`src/rtl/dert_pkg.sv`:
```
// Shared constants and types for the delayed event report table.
package dert_pkg;

	localparam int ENTRIES = 16;
	localparam int IDX_W = (ENTRIES > 1) ? $clog2(ENTRIES) : 1;

	localparam int CFG_IDX_W = 2;
	localparam int CFG_DATA_W = 24;
	localparam logic [CFG_IDX_W-1:0] REG_WAIT_DELAY = 2'd0;
	localparam logic [CFG_IDX_W-1:0] REG_RETAIN_TIME = 2'd1;

	localparam logic [15:0] WAIT_DELAY_RST = 16'd30;
	localparam logic [23:0] RETAIN_TIME_RST = 24'(60 * 60 * 24);

	localparam logic [1:0] OP_ADD = 2'd0;
	localparam logic [1:0] OP_TICK = 2'd1;
	localparam logic [1:0] OP_REMOVE = 2'd2;

	localparam logic [1:0] KIND_ACK = 2'd0;
	localparam logic [1:0] KIND_REPORT = 2'd1;
	localparam logic [1:0] KIND_TICK_DONE = 2'd2;
	localparam logic [1:0] KIND_REMOVE = 2'd3;

	localparam logic [1:0] ST_REFRESHED = 2'd0;
	localparam logic [1:0] ST_NEW = 2'd1;
	localparam logic [1:0] ST_FULL = 2'd2;
	localparam logic [1:0] ST_UNREPORTED = 2'd0;
	localparam logic [1:0] ST_REPORTED = 2'd1;
	localparam logic [1:0] ST_ABSENT = 2'd2;
	localparam logic [1:0] ST_NONE = 2'd0;

	typedef enum logic [1:0] {
		S_IDLE,
		S_SCAN,
		S_TAIL
	} state_t;

endpackage

```
`src/rtl/delayed_event_report_table.sv`:
```
// Delayed event report table: debounce table for path-lost events.
//
// Requests: drive opcode and the key fields with start high; a request is taken
// at a rising edge with start high and busy low. Opcode 3 is taken and ignored.
// Add, tick and remove walk the slots one per cycle through a single compare/add
// unit and then take a closing step, which a matching remove skips; busy stays
// high through both, and no new request is taken while it is high.
// Add: one ack (kind 0), strobed in the cycle after the closing step;
// the strobe rises together with the fall of busy.
// Tick: one report (kind 1) per overdue unreported slot, in slot order, strobed
// in the cycle after that slot is visited; then a tick-done item (kind 2).
// Remove: the status (kind 3) strobes in the cycle after the first matching slot,
// which ends the walk early, or after the closing step when no slot matches.
// Results show on the output ports for exactly one cycle with strobe high; the
// receiver cannot stall them. last marks the final result of each request.
// Configuration: cfg_valid/cfg_ready with cfg_index (0 wait_delay,
// 1 retain_time) and cfg_data; cfg_ready is always high. Write only while idle.
// Reset (arst_n low) empties the table and restores wait_delay 30 and
// retain_time 86400; there is no clearing pass.
module delayed_event_report_table (
	input  logic                              clk,
	input  logic                              arst_n,
	input  logic                              start,
	output logic                              busy,
	input  logic [1:0]                        opcode,
	input  logic [31:0]                       event_number,
	input  logic [31:0]                       serial_number,
	input  logic [7:0]                        far_path,
	input  logic [7:0]                        far_cluster,
	input  logic [7:0]                        near_path,
	input  logic [7:0]                        link_flag,
	input  logic [31:0]                       now_seconds,
	input  logic                              cfg_valid,
	output logic                              cfg_ready,
	input  logic [dert_pkg::CFG_IDX_W-1:0]    cfg_index,
	input  logic [dert_pkg::CFG_DATA_W-1:0]   cfg_data,
	output logic                              strobe,
	output logic [1:0]                        kind,
	output logic [1:0]                        status,
	output logic [31:0]                       out_event,
	output logic [31:0]                       out_serial,
	output logic [7:0]                        out_far_path,
	output logic [7:0]                        out_far_cluster,
	output logic [7:0]                        out_near_path,
	output logic [7:0]                        out_link_flag,
	output logic                              last
);

	localparam int IW = dert_pkg::IDX_W;
	localparam int N = dert_pkg::ENTRIES;

	dert_pkg::state_t state_q, state_d;
	logic [IW-1:0] idx_q;

	logic [1:0]  op_q;
	logic [31:0] ev_q, sn_q, key_paths_q, now_q;

	logic        slot_valid_q [N];
	logic [31:0] slot_event_q [N];
	logic [31:0] slot_serial_q [N];
	logic [31:0] slot_paths_q [N];
	logic [32:0] slot_deadline_q [N];
	logic        slot_reported_q [N];

	logic          hit_q, free_q;
	logic [IW-1:0] hit_idx_q, free_idx_q;

	logic [15:0] wait_delay_q;
	logic [23:0] retain_time_q;

	logic        strobe_q, last_q;
	logic [1:0]  kind_q, status_q;
	logic [31:0] out_event_q, out_serial_q, out_paths_q;

	logic        accept;
	logic        cur_valid, cur_reported, key_eq, full_eq, overdue, expired, last_slot;
	logic [32:0] cur_deadline;
	logic [33:0] retain_sum;
	logic        emit, emit_last, emit_report, drop_cur;
	logic [1:0]  emit_kind, emit_status;
	logic [IW-1:0] add_idx;

	assign accept = start && (state_q == dert_pkg::S_IDLE);
	assign busy = (state_q != dert_pkg::S_IDLE);
	assign cfg_ready = 1'b1;

	// shared compare / add unit, applied to the slot under the walk pointer
	assign cur_valid = slot_valid_q[idx_q];
	assign cur_reported = slot_reported_q[idx_q];
	assign cur_deadline = slot_deadline_q[idx_q];
	assign key_eq = (slot_serial_q[idx_q] == sn_q) && (slot_paths_q[idx_q] == key_paths_q);
	assign full_eq = key_eq && (slot_event_q[idx_q] == ev_q);
	assign overdue = cur_deadline < {1'b0, now_q};
	assign retain_sum = {1'b0, cur_deadline} + {10'd0, retain_time_q};
	assign expired = retain_sum < {2'b00, now_q};
	assign last_slot = (idx_q == IW'(N - 1));
	assign add_idx = hit_q ? hit_idx_q : free_idx_q;

	always_comb begin
		state_d = state_q;
		emit = 1'b0;
		emit_last = 1'b0;
		emit_report = 1'b0;
		emit_kind = dert_pkg::KIND_ACK;
		emit_status = dert_pkg::ST_NONE;
		drop_cur = 1'b0;
		unique case (state_q)
			dert_pkg::S_IDLE: begin
				if (accept && (opcode == dert_pkg::OP_ADD || opcode == dert_pkg::OP_TICK ||
						opcode == dert_pkg::OP_REMOVE)) begin
					state_d = dert_pkg::S_SCAN;
				end
			end
			dert_pkg::S_SCAN: begin
				case (op_q)
					dert_pkg::OP_ADD: begin
						if (last_slot) state_d = dert_pkg::S_TAIL;
					end
					dert_pkg::OP_TICK: begin
						if (cur_valid && overdue) begin
							if (!cur_reported) begin
								emit = 1'b1;
								emit_report = 1'b1;
								emit_kind = dert_pkg::KIND_REPORT;
							end else if (expired) begin
								drop_cur = 1'b1;
							end
						end
						if (last_slot) state_d = dert_pkg::S_TAIL;
					end
					dert_pkg::OP_REMOVE: begin
						if (cur_valid && key_eq) begin
							drop_cur = 1'b1;
							emit = 1'b1;
							emit_last = 1'b1;
							emit_kind = dert_pkg::KIND_REMOVE;
							emit_status = cur_reported ? dert_pkg::ST_REPORTED
								: dert_pkg::ST_UNREPORTED;
							state_d = dert_pkg::S_IDLE;
						end else if (last_slot) begin
							state_d = dert_pkg::S_TAIL;
						end
					end
					default: state_d = dert_pkg::S_IDLE;
				endcase
			end
			dert_pkg::S_TAIL: begin
				emit = 1'b1;
				emit_last = 1'b1;
				state_d = dert_pkg::S_IDLE;
				case (op_q)
					dert_pkg::OP_ADD: begin
						emit_kind = dert_pkg::KIND_ACK;
						emit_status = hit_q ? dert_pkg::ST_REFRESHED
							: (free_q ? dert_pkg::ST_NEW : dert_pkg::ST_FULL);
					end
					dert_pkg::OP_TICK: emit_kind = dert_pkg::KIND_TICK_DONE;
					default: begin
						emit_kind = dert_pkg::KIND_REMOVE;
						emit_status = dert_pkg::ST_ABSENT;
					end
				endcase
			end
			default: state_d = dert_pkg::S_IDLE;
		endcase
	end

	always_ff @(posedge clk or negedge arst_n) begin
		if (!arst_n) begin
			state_q <= dert_pkg::S_IDLE;
			idx_q <= '0;
			hit_q <= 1'b0;
			free_q <= 1'b0;
			strobe_q <= 1'b0;
			wait_delay_q <= dert_pkg::WAIT_DELAY_RST;
			retain_time_q <= dert_pkg::RETAIN_TIME_RST;
			for (int i = 0; i < N; i++) slot_valid_q[i] <= 1'b0;
		end else begin
			state_q <= state_d;
			strobe_q <= emit;
			if (accept) begin
				idx_q <= '0;
				hit_q <= 1'b0;
				free_q <= 1'b0;
			end
			if (state_q == dert_pkg::S_SCAN) begin
				idx_q <= idx_q + 1'b1;
				if (op_q == dert_pkg::OP_ADD) begin
					if (cur_valid && !hit_q && full_eq) hit_q <= 1'b1;
					if (!cur_valid && !free_q) free_q <= 1'b1;
				end
			end
			if (drop_cur) slot_valid_q[idx_q] <= 1'b0;
			if (state_q == dert_pkg::S_TAIL && op_q == dert_pkg::OP_ADD && !hit_q && free_q)
				slot_valid_q[free_idx_q] <= 1'b1;
			if (cfg_valid && cfg_ready) begin
				if (cfg_index == dert_pkg::REG_WAIT_DELAY) wait_delay_q <= cfg_data[15:0];
				else if (cfg_index == dert_pkg::REG_RETAIN_TIME) retain_time_q <= cfg_data;
			end
		end
	end

	always_ff @(posedge clk) begin
		if (accept) begin
			op_q <= opcode;
			ev_q <= event_number;
			sn_q <= serial_number;
			key_paths_q <= {link_flag, near_path, far_cluster, far_path};
			now_q <= now_seconds;
		end
		if (state_q == dert_pkg::S_SCAN && op_q == dert_pkg::OP_ADD) begin
			if (cur_valid && !hit_q && full_eq) hit_idx_q <= idx_q;
			if (!cur_valid && !free_q) free_idx_q <= idx_q;
		end
		if (emit_report) slot_reported_q[idx_q] <= 1'b1;
		if (state_q == dert_pkg::S_TAIL && op_q == dert_pkg::OP_ADD && (hit_q || free_q)) begin
			slot_deadline_q[add_idx] <= {1'b0, now_q} + {17'd0, wait_delay_q};
			slot_reported_q[add_idx] <= 1'b0;
			if (!hit_q) begin
				slot_event_q[add_idx] <= ev_q;
				slot_serial_q[add_idx] <= sn_q;
				slot_paths_q[add_idx] <= key_paths_q;
			end
		end
		if (emit) begin
			kind_q <= emit_kind;
			status_q <= emit_status;
			last_q <= emit_last;
			out_event_q <= emit_report ? slot_event_q[idx_q] : 32'd0;
			out_serial_q <= emit_report ? slot_serial_q[idx_q] : 32'd0;
			out_paths_q <= emit_report ? slot_paths_q[idx_q] : 32'd0;
		end
	end

	assign strobe = strobe_q;
	assign kind = kind_q;
	assign status = status_q;
	assign out_event = out_event_q;
	assign out_serial = out_serial_q;
	assign out_far_path = out_paths_q[7:0];
	assign out_far_cluster = out_paths_q[15:8];
	assign out_near_path = out_paths_q[23:16];
	assign out_link_flag = out_paths_q[31:24];
	assign last = last_q;

endmodule
```
`config.mk`:
```
export PLATFORM = sky130hd
export DESIGN_NAME = delayed_event_report_table
export DESIGN_NICKNAME = d
export VERILOG_FILES = /design/src/rtl/dert_pkg.sv /design/src/rtl/delayed_event_report_table.sv
export SDC_FILE = /design/constraint.sdc
export NUM_CORES = 2
export LEC_CHECK = 0
export BUFFER_PORTS_ARGS = -buffer_cell sky130_fd_sc_hd__buf_2
export CAP_MARGIN = 15
export CORE_ASPECT_RATIO = 1.1
export CORE_MARGIN = 1
export CORE_UTILIZATION = 27
export DETAILED_ROUTE_END_ITERATION = 12
export GPL_TIMING_DRIVEN = 0
export PLACE_DENSITY_LB_ADDON = 0.12
export SLEW_MARGIN = 20
export SYNTH_ARGS = -nofsm -noshare
export SYNTH_HDL_FRONTEND = slang
export SYNTH_SLANG_ARGS = --single-unit
export TNS_END_PERCENT = 5
```
`constraint.sdc`:
```
create_clock -name clk -period 13 [get_ports clk]
set_clock_uncertainty 0.05 [all_clocks]
set_input_delay 0 -clock clk [delete_from_list [all_inputs] [get_ports clk]]
set_output_delay 0 -clock clk [all_outputs]
set_load 0.03 [all_outputs]
```
==> flow_summary.json <==
{
  "cts_resized": 0,
  "path_clk_slew_ps": 60,
  "drive_gt1_frac": 0.286,
  "ys_seq_elements": 2384,
  "num_io_pins": 264,
  "p_seq_frac": 0.392,
  "ir_drop_mv": 0.104,
  "worst_path_most_repeated_cell": "buf_4",
  "grt_usage": 0.194,
  "seq_area_frac_synth": 0.736,
  "yosys-top-cells-area": "edfxtp_1 (72%), mux4_2 (13%), mux2i_1 (1.9%)",
  "rsz0062_at_grt": "no",
  "synth_nets": 5077,
  "drt_iter0_drc": 5453,
  "min_path_type": "in2async",
  "synth-main-ff-cell": "edfxtp_1",
  "violations": "DRC",
  "setup_viol": 0,
  "power_switching_uw": 7750,
  "worstSetupPathType": "reg2reg",
  "drv_cap": 0,
  "drv_slew": 0,
  "rows": 230,
  "hold_viol_final": 0,
  "startpoint_type": "flip-flop",
  "via_per_inst": 4.93,
  "yosysTopAreaCellShare": 0.719,
  "fp.dieW_um": 573,
  "met3_length_um": 18200,
  "outcome": "complete, but fails checks",
  "postLayoutSetupSlackWorst_ps": 833,
  "p_leak_uw": 0.0393,
  "post_cts_buffers": 0,
  "clock-sinks": 2384,
  "htreeDepth": 5,
  "hold_buffers": 323,
  "ys_top_cells_by_count": "edfxtp_1 (2,319), mux4_2 (562), mux2i_1 (188)",
  "initial_core_util": 0.271,
  "max_slew.worst_pin.slew_ps": 1290,
  "timing.fmax_mhz": 82.2,
  "maxUsedRoutingLayer": "met4",
  "multi_input_area_um2": 24400,
  "crit_slowest_cell": "clkbuf_1",
  "wl_per_cell_um": 32.7,
  "swShare": 0.327,
  "yosys.area.top_type": "edfxtp_1",
  "met1Wirelength_um": 153000,
  "synth_area_per_cell_um2": 20.2,
  "yosys_warnings": 0,
  "numPortBuffers": 262,
  "grt_pass1_vias": 55000,
  "synth_most_common_cell": "edfxtp_1",
  "globalRouteOverflowTotal": 0,
  "syn_to_final_growth_pct": 25.0,
  "cts_tree": "done",
  "ant_nets": 0,
  "met2_length_um": 175000,
  "nets": 6192,
  "endpoint_kind": "flip-flop",
  "dp_hpwl_um": 246000,
  "clock_power_share": 0.323,
  "syn_inst": 4802,
  "cp_max_fo": 10,
  "wl_um": 356000,
  "worstPathArrival_ps": 12860,
  "grt_pass1_wl_um": 482000,
  "post-route-min-period_ps": 12170,
  "dpl.cell_count": 10100,
  "required_ps": 13700,
  "synth_edf_count": 2319,
  "async_flop_share": 0.0273,
  "die_area_um2": 361000,
  "slew_headroom": 0.140,
  "antenna_found_initial": 15,
  "power-per-cell-area_nw_per_um2": 196,
  "grt_max_degree": 58,
  "drc": 42,
  "register_area_um2": 71300,
  "cts_buffer_depth": 4,
  "slowest_delay_ps": 860,
  "globalplace.congestion": 0.878,
  "synth_cell_types": 85,
  "combPwrFrac": 0.285,
  "place_ws_ps": 755,
  "nFillCells": 34000,
  "core_area_um2": 357000,
  "vias": 53700,
  "p_int_uw": 16000,
  "finalCritPeriodShare": 0.936,
  "syn_area_um2": 96800,
  "die_h_um": 630,
  "cts_buffers": 282,
  "cts_root_buf": "clkbuf_16",
  "dr.pass1.iters": 12,
  "clkLatencyLatePin_ps": 930,
  "fin_cells": 10900
}
-- per-stage QoR --
stage | util | hold WS (ps) | TNS, ps | area (µm²) | power [µW]
floorplan | - | -346 | 0 | 96800 | 13300
global placement | 0.292 | 126 | -6880190 | 104000 | 16100
detailed placement | 0.305 | -106 | 0 | 109000 | 16200
CTS | 0.339 | 7.26 | 0 | 121000 | 24000
global route | 0.339 | 102 | 0 | 121000 | 24600
finish | 0.339 | 110 | 0 | 121000 | 23700
-- logic make-up after synthesis --
| family | Yosys count | synth area share |
|---|---|---|
| flops | 2384 | 0.736 |
| mux | 808 | 0.157 |
| simple gates | 586 | 0.0298 |
| compound gates | 459 | 0.0331 |
| buf+inv | 310 | 0.0162 |
| xor+xnor | 139 | 0.0126 |
| fa+ha+maj | 115 | 0.0150 |
| other cells | 1 | 0.0000387 |
-- power by group through the flow --
stage / sequential (µW) / combinational [µW] / clock (µW)
4_1_cts: 9290 / 6840 / 7880
3_5_place_dp: 9450 / 6740 / 0
3_3_place_gp: 9480 / 6620 / 0
2_1_floorplan: 9270 / 4030 / 0
6_report: 9290 / 6750 / 7660
5_1_grt: 9320 / 7150 / 8130
-- cell usage in the layout, fill, tap and decap left out, types with 58 or more instances in the layout --
cell	n
buf_4	105
ha_1	113
mux4_2	562
xnor2_1	90
nand2_1	139
buf_16	88
nor2_1	128
o21ai_0	59
clkbuf_16	288
clkinv_1	61
buf_2	353
mux2i_1	186
buf_12	59
clkbuf_1	116
a21oi_1	94
inv_1	89
mux2_2	58
edfxtp_1	2319
dlygate4sd3_1	322
-- path summary, 6_finish.rpt --
check                                   from                end  slack (ps)  cells past startpoint
hold / removal                        arst_n   retain_time_q[9]         110                      4
setup reg to reg                    idx_q[1]   slot_valid_q[12]         830                     36
hold reg to reg            retain_time_q[13]  retain_time_q[13]         470                      1
setup / recovery                    idx_q[1]   slot_valid_q[12]         830                     36
min in group clk                   opcode[1]         state_q[0]         120                      5
max in group asynchronous             arst_n    slot_valid_q[7]       12250                      5
-- state kept, by name, indices dropped and copies added, names as in the netlist, 32 cells and up --
register and flops:
ev_q 32, key_paths_q 32, now_q 32, out_event 32
out_paths_q 32, out_serial 32, slot_deadline_q 528, slot_event_q 512
slot_paths_q 512, slot_serial_q 512, sn_q 32
-- metal layers --
metal,track usage,up-vias
met1,0.258,29300
li1,-,22200
met2,0.331,1759
met5,0,-
met4,0.0495,0
met3,0.0290,449
-- area by class of cell --
class,count,share of cell area
repair buffers,831,0.0742
plain buffers,216,0.0105
multi-input cells,2108,0.202
clock buffers,364,0.0619
well taps,4756,0.0492
inverters,94,0.00304
flip-flops and latches,2384,0.589
clock inverters,132,0.0101
diodes,6,0.000124
-- worst max-delay path: cells and delay by family, from the launching register on --
kind	cells	cell delay (ps)
AO/OA/AOI/OAI	15	4330
XOR/XNOR	1	150
adder cells (fa/ha/maj)	2	580
AND/OR/NAND/NOR	4	350
buffers and inverters	12	4930
multiplexers	2	1000
flip-flops	1	500
Note: power is estimated with default switching activity, not from simulation.
